[config.mk]
export PLATFORM = sky130hd
export DESIGN_NAME = round_robin_thread_scheduler_top_flat
export DESIGN_NICKNAME = d
export VERILOG_FILES = /design/src/hw/rtl/rrts_pkg.sv /design/src/hw/rtl/rrts_cmd_if.sv /design/src/hw/rtl/rrts_res_if.sv /design/src/hw/rtl/round_robin_thread_scheduler_top.sv /design/src/flat_wrapper.sv
export SDC_FILE = /design/constraint.sdc
export NUM_CORES = 1
export LEC_CHECK = 0
export ABC_AREA = 1
export BUFFER_PORTS_ARGS = -buffer_cell sky130_fd_sc_hd__buf_2
export CAP_MARGIN = 10
export CELL_PAD_IN_SITES_DETAIL_PLACEMENT = 0
export CELL_PAD_IN_SITES_GLOBAL_PLACEMENT = 1
export CORE_MARGIN = 2
export CORE_UTILIZATION = 35
export CTS_BUF_LIST = sky130_fd_sc_hd__clkbuf_8
export DETAILED_ROUTE_END_ITERATION = 12
export GPL_ROUTABILITY_DRIVEN = 0
export PLACE_DENSITY_LB_ADDON = 0.1
export RECOVER_POWER = 100
export SLEW_MARGIN = 0
export SYNTH_ARGS = -nofsm -noshare
export SYNTH_HDL_FRONTEND = slang
export SYNTH_SLANG_ARGS = --single-unit
[constraint.sdc]
create_clock -name clk -period 5.3 [get_ports clk]
set_clock_uncertainty 0.2 [all_clocks]
set_input_delay 0.265 -clock clk [delete_from_list [all_inputs] [get_ports clk]]
set_output_delay 0.265 -clock clk [all_outputs]
set_load 0.01 [all_outputs]
[src/hw/rtl/rrts_pkg.sv]
// Shared types and constants of the round-robin thread scheduler.
// Used by the channel interfaces and by round_robin_thread_scheduler_top.
package rrts_pkg;

  // Field widths of the command and result transactions
  localparam int CMD_W      = 3;
  localparam int CHAN_W     = 2;
  localparam int DATA_W     = 32;
  localparam int STATUS_W   = 3;
  localparam int THR_W      = 3;
  localparam int LIVE_W     = 4;

  // Default sizing
  localparam int THREADS_DEF  = 8;
  localparam int CHANNELS_DEF = 4;

  // Per-slot thread state
  typedef enum logic [1:0] {
    TS_FREE    = 2'd0,
    TS_READY   = 2'd1,
    TS_RUNNING = 2'd2,
    TS_BLOCKED = 2'd3
  } thr_state_t;

  // Commands issued by the current thread (codes 5 to 7 are ignored)
  typedef enum logic [CMD_W-1:0] {
    CMD_SPAWN = 3'd0,
    CMD_YIELD = 3'd1,
    CMD_EXIT  = 3'd2,
    CMD_SEND  = 3'd3,
    CMD_RECV  = 3'd4
  } cmd_t;

  // Result status codes
  typedef enum logic [STATUS_W-1:0] {
    RS_OK       = 3'd0,
    RS_NOSLOT   = 3'd1,
    RS_DEADLOCK = 3'd2,
    RS_MAINEXIT = 3'd3,
    RS_BLOCKED  = 3'd4
  } status_t;

  // Sequencer states
  typedef enum logic [1:0] {
    S_IDLE,
    S_EXEC,
    S_SCAN,
    S_FINISH
  } seq_state_t;

endpackage

[src/hw/rtl/rrts_cmd_if.sv]
// Command channel of the thread scheduler: valid/ready plus command payload.
// Depends on rrts_pkg for field widths.
interface rrts_cmd_if;
  import rrts_pkg::*;

  logic                     valid;
  logic                     ready;
  logic [CMD_W-1:0]         command;
  logic [CHAN_W-1:0]        channel;
  logic signed [DATA_W-1:0] send_value;

  modport source (output valid, output command, output channel, output send_value,
                  input ready);
  modport sink   (input valid, input command, input channel, input send_value,
                  output ready);
endinterface

[src/hw/rtl/rrts_res_if.sv]
// Result channel of the thread scheduler: valid/ready plus result payload.
// Depends on rrts_pkg for field widths.
interface rrts_res_if;
  import rrts_pkg::*;

  logic                     valid;
  logic                     ready;
  logic [STATUS_W-1:0]      status;
  logic [THR_W-1:0]         running_thread;
  logic [THR_W-1:0]         spawned_slot;
  logic signed [DATA_W-1:0] received_value;
  logic [LIVE_W-1:0]        live_threads;

  modport source (output valid, output status, output running_thread,
                  output spawned_slot, output received_value, output live_threads,
                  input ready);
  modport sink   (input valid, input status, input running_thread,
                  input spawned_slot, input received_value, input live_threads,
                  output ready);
endinterface

[src/hw/rtl/round_robin_thread_scheduler_top.sv]
// Round-robin cooperative thread scheduler with single-entry channels.
// Depends on rrts_pkg, rrts_cmd_if and rrts_res_if.
//
//   port  dir  transaction  payload
//   cmd   in   command      command[2:0], channel[1:0], send_value[31:0]
//   res   out  result       status, running_thread, spawned_slot,
//                           received_value, live_threads
//
// Sequencing: one command at a time. Exit by thread 0, receive from a full channel and
// unknown codes go through accept, execute and finish; spawn, yield, exit, send and
// a blocking receive add a scan between execute and finish that checks one thread
// slot per cycle through a single state comparator.
// Reset: synchronous on rst; slot 0 running, all others free, channels empty.
// Stalls: a finished result sits in the output register until taken; a new command
// is accepted meanwhile, and its result waits in the finish state if needed.
module round_robin_thread_scheduler_top #(
  parameter int THREADS  = rrts_pkg::THREADS_DEF,
  parameter int CHANNELS = rrts_pkg::CHANNELS_DEF
) (
  input logic      clk,
  input logic      rst,
  rrts_cmd_if.sink   cmd,
  rrts_res_if.source res
);
  import rrts_pkg::*;

  localparam int TW = $clog2(THREADS);
  localparam int CW = (CHANNELS > 1) ? $clog2(CHANNELS) : 1;
  localparam int LW = $clog2(THREADS + 1);

  // Channel index wraps modulo CHANNELS (input is at most 3)
  function automatic logic [CW-1:0] ch_wrap(input logic [CHAN_W-1:0] c);
    logic [CHAN_W:0] v;
    v = {1'b0, c};
    for (int k = 0; k < 3; k++) begin
      if (int'(v) >= CHANNELS) v = v - (CHAN_W+1)'(CHANNELS);
    end
    return CW'(v);
  endfunction

  // Next slot in round-robin order
  function automatic logic [TW-1:0] slot_inc(input logic [TW-1:0] s);
    return (s == TW'(THREADS - 1)) ? '0 : s + TW'(1);
  endfunction

  seq_state_t state, state_next;

  // Scheduler state
  thr_state_t          thr_state [THREADS];
  logic [TW-1:0]       cur;
  logic [LW-1:0]       live;
  logic [CHANNELS-1:0] chan_full;
  logic [CHANNELS-1:0] rdr_vld;
  logic [CHANNELS-1:0] wtr_vld;

  // Channel memories, read at accept, written during execute
  logic signed [DATA_W-1:0] chan_val_mem [CHANNELS];
  logic [TW-1:0]            rdr_mem [CHANNELS];
  logic [TW-1:0]            wtr_mem [CHANNELS];
  logic signed [DATA_W-1:0] val_rd;
  logic [TW-1:0]            rdr_rd;
  logic [TW-1:0]            wtr_rd;

  // Latched command
  logic [CMD_W-1:0]         cmd_q;
  logic [CW-1:0]            ch_q;
  logic signed [DATA_W-1:0] val_q;

  // Scan sequencer
  logic [TW-1:0] idx;
  logic [TW-1:0] cnt;
  logic          scan_spawn;
  logic          blk;

  // Pending result
  status_t                  res_status;
  logic [TW-1:0]            res_spawn;
  logic signed [DATA_W-1:0] res_recv;

  // Output register
  logic                     out_vld;
  status_t                  out_status;
  logic [THR_W-1:0]         out_running;
  logic [THR_W-1:0]         out_spawned;
  logic signed [DATA_W-1:0] out_received;
  logic [LIVE_W-1:0]        out_live;

  logic          accept;
  logic          out_load;
  logic          exec_scan;
  logic          scan_hit;
  logic          scan_last;
  thr_state_t    scan_target;
  logic [CW-1:0] ch_in;
  logic          wr_val_en;
  logic          wr_rdr_en;
  logic          wr_wtr_en;

  assign ch_in  = ch_wrap(cmd.channel);
  assign accept = cmd.valid && cmd.ready;

  // Shared scan comparator: one slot per cycle
  assign scan_target = scan_spawn ? TS_FREE : TS_READY;
  assign scan_hit    = (thr_state[idx] == scan_target);
  assign scan_last   = (cnt == TW'(THREADS - 1));

  // Channel memory write strobes
  assign wr_val_en = (state == S_EXEC) && (cmd_q == CMD_SEND) && !chan_full[ch_q];
  assign wr_wtr_en = (state == S_EXEC) && (cmd_q == CMD_SEND) && chan_full[ch_q];
  assign wr_rdr_en = (state == S_EXEC) && (cmd_q == CMD_RECV) && !chan_full[ch_q];

  // Does the executed command continue with a scan
  always_comb begin
    unique case (cmd_q)
      CMD_SPAWN, CMD_YIELD, CMD_SEND: exec_scan = 1'b1;
      CMD_EXIT:                       exec_scan = (cur != '0);
      CMD_RECV:                       exec_scan = !chan_full[ch_q];
      default:                        exec_scan = 1'b0;
    endcase
  end

  // Next state and handshake
  always_comb begin
    state_next = state;
    cmd.ready  = 1'b0;
    out_load   = 1'b0;
    unique case (state)
      S_IDLE: begin
        cmd.ready = 1'b1;
        if (cmd.valid) state_next = S_EXEC;
      end
      S_EXEC: begin
        state_next = exec_scan ? S_SCAN : S_FINISH;
      end
      S_SCAN: begin
        if (scan_hit || scan_last) state_next = S_FINISH;
      end
      S_FINISH: begin
        out_load = !out_vld || res.ready;
        if (out_load) state_next = S_IDLE;
      end
      default: state_next = S_IDLE;
    endcase
  end

  always_ff @(posedge clk) begin
    if (rst) state <= S_IDLE;
    else     state <= state_next;
  end

  // Channel memories
  always_ff @(posedge clk) begin
    if (accept) begin
      val_rd <= chan_val_mem[ch_in];
      rdr_rd <= rdr_mem[ch_in];
      wtr_rd <= wtr_mem[ch_in];
    end
    if (wr_val_en) chan_val_mem[ch_q] <= val_q;
    if (wr_wtr_en) wtr_mem[ch_q] <= cur;
    if (wr_rdr_en) rdr_mem[ch_q] <= cur;
  end

  // Command latch
  always_ff @(posedge clk) begin
    if (accept) begin
      cmd_q <= cmd.command;
      ch_q  <= ch_in;
      val_q <= cmd.send_value;
    end
  end

  // Execute and scan
  always_ff @(posedge clk) begin
    if (rst) begin
      for (int t = 0; t < THREADS; t++) thr_state[t] <= TS_FREE;
      thr_state[0] <= TS_RUNNING;
      cur        <= '0;
      live       <= LW'(1);
      chan_full  <= '0;
      rdr_vld    <= '0;
      wtr_vld    <= '0;
      idx        <= '0;
      cnt        <= '0;
      scan_spawn <= 1'b0;
      blk        <= 1'b0;
    end else begin
      unique case (state)
        S_EXEC: begin
          res_status <= RS_OK;
          res_spawn  <= '0;
          res_recv   <= '0;
          blk        <= 1'b0;
          cnt        <= '0;
          scan_spawn <= 1'b0;
          idx        <= slot_inc(cur);
          unique case (cmd_q)
            CMD_SPAWN: begin
              scan_spawn <= 1'b1;
              idx        <= '0;
            end
            CMD_EXIT: begin
              if (cur == '0) begin
                res_status <= RS_MAINEXIT;
              end else if (thr_state[cur] != TS_FREE) begin
                thr_state[cur] <= TS_FREE;
                live           <= live - LW'(1);
              end
            end
            CMD_SEND: begin
              if (chan_full[ch_q]) begin
                thr_state[cur]   <= TS_BLOCKED;
                wtr_vld[ch_q]    <= 1'b1;
                blk              <= 1'b1;
              end else begin
                chan_full[ch_q] <= 1'b1;
                if (rdr_vld[ch_q]) begin
                  thr_state[rdr_rd] <= TS_READY;
                  rdr_vld[ch_q]     <= 1'b0;
                end
              end
            end
            CMD_RECV: begin
              if (!chan_full[ch_q]) begin
                thr_state[cur] <= TS_BLOCKED;
                rdr_vld[ch_q]  <= 1'b1;
                blk            <= 1'b1;
              end else begin
                res_recv        <= val_rd;
                chan_full[ch_q] <= 1'b0;
                if (wtr_vld[ch_q]) begin
                  thr_state[wtr_rd] <= TS_READY;
                  wtr_vld[ch_q]     <= 1'b0;
                end
              end
            end
            default: ;
          endcase
        end
        S_SCAN: begin
          if (scan_hit) begin
            if (scan_spawn) begin
              // lowest free slot found
              thr_state[idx] <= TS_READY;
              live           <= live + LW'(1);
              res_spawn      <= idx;
              res_status     <= RS_OK;
            end else begin
              // switch to the ready slot; same slot as cur ends up running
              if (thr_state[cur] == TS_RUNNING) thr_state[cur] <= TS_READY;
              thr_state[idx] <= TS_RUNNING;
              cur            <= idx;
              res_status     <= blk ? RS_BLOCKED : RS_OK;
            end
          end else if (scan_last) begin
            if (scan_spawn)                       res_status <= RS_NOSLOT;
            else if (thr_state[cur] == TS_RUNNING) res_status <= blk ? RS_BLOCKED : RS_OK;
            else                                  res_status <= RS_DEADLOCK;
          end else begin
            idx <= slot_inc(idx);
            cnt <= cnt + TW'(1);
          end
        end
        default: ;
      endcase
    end
  end

  // Output register
  always_ff @(posedge clk) begin
    if (rst)           out_vld <= 1'b0;
    else if (out_load) out_vld <= 1'b1;
    else if (res.ready) out_vld <= 1'b0;
  end

  always_ff @(posedge clk) begin
    if (out_load) begin
      out_status   <= res_status;
      out_running  <= THR_W'(cur);
      out_spawned  <= THR_W'(res_spawn);
      out_received <= res_recv;
      out_live     <= LIVE_W'(live);
    end
  end

  assign res.valid          = out_vld;
  assign res.status         = out_status;
  assign res.running_thread = out_running;
  assign res.spawned_slot   = out_spawned;
  assign res.received_value = out_received;
  assign res.live_threads   = out_live;

  // Checks
  // A waiter slot that exited can be woken later, so the live count is only
  // held steady outside execute and scan, not tied to the occupied slots.
  a_live_stable: assert property (@(posedge clk) disable iff (rst)
    (state == S_IDLE || state == S_FINISH) |=> $stable(live))
    else $error("live count changed outside execute and scan");

  a_main_alive: assert property (@(posedge clk) disable iff (rst)
    thr_state[0] != TS_FREE)
    else $error("thread 0 slot was freed");

  a_one_at_a_time: assert property (@(posedge clk) disable iff (rst)
    accept |=> !cmd.ready)
    else $error("command accepted while previous one is in progress");

  a_load_from_finish: assert property (@(posedge clk) disable iff (rst)
    $rose(out_vld) |-> $past(state == S_FINISH))
    else $error("result register loaded outside finish state");

  a_scan_bound: assert property (@(posedge clk) disable iff (rst)
    (state == S_SCAN && !scan_hit && scan_last) |=> (state == S_FINISH))
    else $error("scan ran past the last slot");

endmodule

[src/flat_wrapper.sv]
// flat-port wrapper written by rule: the top's interface ports become plain ports
module round_robin_thread_scheduler_top_flat import rrts_pkg::*;
#(
  parameter int THREADS  = rrts_pkg::THREADS_DEF,
  parameter int CHANNELS = rrts_pkg::CHANNELS_DEF
)
  (clk, rst, cmd_valid, cmd_command, cmd_channel, cmd_send_value, cmd_ready, res_valid, res_status, res_running_thread, res_spawned_slot, res_received_value, res_live_threads, res_ready);
  rrts_cmd_if cmd_i ();
  rrts_res_if res_i ();
  input logic clk;
  input logic rst;
  input wire logic [$bits(cmd_i.valid)-1:0] cmd_valid;
  input wire logic [$bits(cmd_i.command)-1:0] cmd_command;
  input wire logic [$bits(cmd_i.channel)-1:0] cmd_channel;
  input wire logic [$bits(cmd_i.send_value)-1:0] cmd_send_value;
  output wire logic [$bits(cmd_i.ready)-1:0] cmd_ready;
  output wire logic [$bits(res_i.valid)-1:0] res_valid;
  output wire logic [$bits(res_i.status)-1:0] res_status;
  output wire logic [$bits(res_i.running_thread)-1:0] res_running_thread;
  output wire logic [$bits(res_i.spawned_slot)-1:0] res_spawned_slot;
  output wire logic [$bits(res_i.received_value)-1:0] res_received_value;
  output wire logic [$bits(res_i.live_threads)-1:0] res_live_threads;
  input wire logic [$bits(res_i.ready)-1:0] res_ready;
  assign cmd_i.valid = cmd_valid;
  assign cmd_i.command = cmd_command;
  assign cmd_i.channel = cmd_channel;
  assign cmd_i.send_value = cmd_send_value;
  assign cmd_ready = cmd_i.ready;
  assign res_valid = res_i.valid;
  assign res_status = res_i.status;
  assign res_running_thread = res_i.running_thread;
  assign res_spawned_slot = res_i.spawned_slot;
  assign res_received_value = res_i.received_value;
  assign res_live_threads = res_i.live_threads;
  assign res_i.ready = res_ready;
  round_robin_thread_scheduler_top #(.THREADS(THREADS), .CHANNELS(CHANNELS)) u_core (.clk(clk), .rst(rst), .cmd(cmd_i), .res(res_i));
endmodule
==> run summary <==
The startpoint identified for the worst register-to-register timing path is u_core.state[0]. After synthesis, the cell types taking the most area are sky130_fd_sc_hd__edfxtp_1 (69%), sky130_fd_sc_hd__nor2_1 (5.2%), sky130_fd_sc_hd__dfxtp_1 (5.1%). The fmax is 239 MHz. For this run, the register share of the synthesized area comes to 74.3%. At the end of the flow, the number of nets in the layout was 1360. The maximum single-stage delay on the critical path was 0.90 ns.

0 antenna diodes ended up in the layout. The clock transition at the register clock pins on the worst setup and hold paths after CTS was 0.07 ns. For the top-level I/O count, the log shows 88. Yosys printed 0 warnings. The run gives 0 as the final count of negative-setup-slack endpoints.

The combined buffer and inverter count along the critical path came out at 3. Type of destination of the critical path: a flop. STA puts the critical path data arrival time at 4.29 ns. The count of nets left with antenna violations after detail routing came out at 0. Clock tree synthesis inserted a total of 59 buffers.

Headroom to the max-slew limit came out at -125%. The flop and latch count out of synthesis is 362. Across the VDD grid, the largest voltage drop is 282 uV. The insertion delay to the later sink of the worst-skew pair is 0.66 ns, and the maximum number of pins on one net before global-route repair is 78.

The run gives 0 as the final number of hold-violating endpoints. Counting cells, the worst reg-to-reg path comes to 10. The biggest area contributor in the post-synthesis netlist is sky130_fd_sc_hd__edfxtp_1. The number of nets in the synthesized netlist is 1198. The count of cells in the finished layout, fillers not included, comes to 1877.

The tools report the clock root buffer as sky130_fd_sc_hd__clkbuf_8. The H-tree was split into 2 levels. After global routing the overflow that remains totals 0.

The cell leakage power was 0.00605 uW. The cell type of the slowest stage on the worst timing path is sky130_fd_sc_hd__nor2_1. Remaining design rule violation count: 0. The worst-margin pin slew is 3.37 ns. The checks that failed: capacitance limit, slew limit. The die is 205 um tall. Counting the fill cells in the layout gives 3879. The worst hold path stage count came out at 2. The maximum fanout along the worst path was 26.

The synthesized netlist occupies a cell area of 0.0142 mm^2. Routed via count: 8670. The synthesized area per cell was 12.4 um^2; the relative area change from synthesis to final layout was 16.9%. Max-cap violations in this run came to 4. The fraction of registers with async set or reset after synthesis came out at 0%. Among all flip-flop cells after synthesis, the most frequent one is sky130_fd_sc_hd__edfxtp_1. In the layout the commonest cells are sky130_fd_sc_hd__edfxtp_1 (326), sky130_fd_sc_hd__nor2_1 (198), sky130_fd_sc_hd__nand2_1 (151). STA puts the critical path data required time at 5.41 ns. The number of global-route vias before repair is 8728. Number of enable-type register cells in the synthesized netlist: 326.

For the initial standard-cell utilization of the core, the log shows 35.5%. The synthesized netlist contains 41 unique library cells. The period utilization is 78.9%, and the row count is 73.

Summing all multi-input logic gate instances after layout gives 0.00307 mm^2. Cell count after placement: 1730. The floorplan step defined a core boundary enclosing 0.0398 mm^2. Dividing total power by cell area gives a power density of 418 mW/mm^2. The end-of-flow core utilization came out at 41.6%. The path with the worst hold slack has its endpoint at u_core.val_q[14].

Once the clock tree was built, the setup fixing pass inserted 0 buffers. The flow ran to the end, but the final reports show violations. The critical path goes through ha_1, inv_1, nor2_1, buf_4, nand3_2, nand2_1, nor2_1, nand3_1, inv_1, o21ai_0. The share of layout cells above drive strength 1 is 10.3%.

The routed wire length is 31.7 mm, and the initial antenna violation count is 0. The logs give 1.65 ns for the minimum setup slack after placement and 1143 for the synthesized instance count. Summing all flip-flop and latch instances after layout gives 0.0105 mm^2. The die is 205 um wide. The kind of cell with the highest combined delay along the critical path is simple AND/OR/NAND/NOR gates. The detailed router finished its first iteration with 402 violations. Across all setup checks in the final design, the least slack found is 1.12 ns. TritonCTS built the clock tree. The count of buffers added on input and output ports is 87.

Dividing the detail-routed via count by the number of cells gives 4.62. For the count of pins over their slew limit, the log shows 199. Leaving out fill and tap cells, the most frequent cell in the layout is sky130_fd_sc_hd__edfxtp_1. The beginning of the worst hold path was cmd_send_value[14].

The first global-routing pass estimated 49.2 mm of wire. Global routing consumed, over all layers together, 15.5% of the routing resources. Detailed placement ended at an HPWL of 19.1 mm. In the final routed layout, each cell accounts on average for 16.9 um. No sink is reached through more buffers than the 3 on the longest clock path.

Setup repair after global routing left no endpoint under its margin. The setup path with the least slack is of type reg2reg. The worst setup path is launched from a flop. Die footprint: 0.0421 mm^2. In this run the critical register-to-register path is captured at u_core.thr_state[7][1].

The routed design could run at a clock period as short as 4.18 ns. Number of sinks driven by the clock tree: 362. The top cell type by area accounts for 69.2% of the synthesized area. For this run, the detailed router's first-pass iteration total came to 5. The setup slack on the worst flop-to-flop path is 1.12 ns.

The class of the tightest hold or removal check was in2reg. For the final routed database, the setup TNS stands at 0 ns.
-- metrics by stage --
step                hold slack (ns)  total power [uW]  instance area (um^2)
finish                        0.113              6920                 16600
global route                 0.0963              7310                 16600
CTS                          0.0247              7060                 16700
detailed placement            0.205              4740                 15200
global placement              0.201              4750                 15200
floorplan                     0.164              4380                 14200
-- how the worst max path moves through the flow --
stage,from,end,slack [ns],cells past startpoint
5_1_grt,u_core.state[0],u_core.thr_state[5][0],0.61,10
3_5_place_dp,u_core.state[0],u_core.thr_state[7][0],1.65,10
4_1_cts,u_core.state[0],u_core.thr_state[7][0],1.62,10
2_1_floorplan,u_core.state[0],u_core.res.live_threads[0],1.83,3
3_3_place_gp,u_core.state[0],u_core.thr_state[7][0],1.78,10
6_report,u_core.state[0],u_core.thr_state[7][1],1.12,10
-- registers in the layout (all words and copies together) (netlist names), 4 cells and up, named ones only --
register / cells
u_core.res_recv: 32
u_core.live: 4
u_core.res.live_threads: 4
u_core.rdr_mem: 12
u_core.val_q: 32
u_core.thr_state: 16
u_core.wtr_mem: 12
u_core.val_rd: 32
u_core.res.received_value: 32
u_core.chan_val_mem: 128
-- worst register-to-register path, delay by kind of cell, from the launching register on --
| kind | cells | cell delay [ns] |
|---|---|---|
| AND/OR/NAND/NOR | 5 | 1.61 |
| buffers and inverters | 3 | 0.93 |
| flip-flops | 1 | 0.42 |
| adder cells (fa/ha/maj) | 1 | 0.39 |
| AO/OA/AOI/OAI | 1 | 0.32 |
-- area by class of cell --
type / instances / share of cell area, %
Timing Repair Buffer: 139 / 4.96
Tap cell: 525 / 3.97
Clock buffer: 65 / 5.40
Inverter: 103 / 2.36
Clock inverter: 43 / 1.28
Multi-Input combinational cell: 640 / 18.5
Sequential cell: 362 / 63.5
-- report_power, final --
group	switching, uW	internal [uW]	total, uW
registers	183	3550	3730
logic	668	264	932
clock network	1090	1170	2260
-- Yosys cell counts, drive strengths merged, types with 4 or more instances --
library cell	n
nand4	10
a21oi	25
nand3	48
o21ai	119
clkbuf	29
edfxtp	326
clkinv	4
o22ai	39
a21boi	4
nand2	156
dfxtp	36
ha	13
nor2	205
buf	9
inv	99
-- layer usage --
layer  global-route usage [%]  wire length (um)  part of all wire, %
met2                     25.7             14900                   47
met4                     6.24               925                  2.9
met3                     3.04              1530                  4.8
met5                        0                 0                    0
met1                     20.1             14400                   45
-- timing repair --
item | 4_1_cts | 5_1_grt
resized for setup | 0 | 0
hold buffers | 39 | 0
hold endpoints to repair | 46 | 0
-- kinds of logic (layout without fill, tap and decap cells) --
| group | count (synthesis) | after routing | share of synthesized area [%] |
|---|---|---|---|
| simple gates | 429 | 429 | 12.9 |
| flops | 362 | 362 | 74.3 |
| compound gates | 194 | 194 | 7.45 |
| buf+inv | 141 | 350 | 3.92 |
| fa+ha+maj | 14 | 14 | 1.29 |
| xor+xnor | 3 | 3 | 0.186 |
No activity file was read; power rests on OpenSTA's default activity.
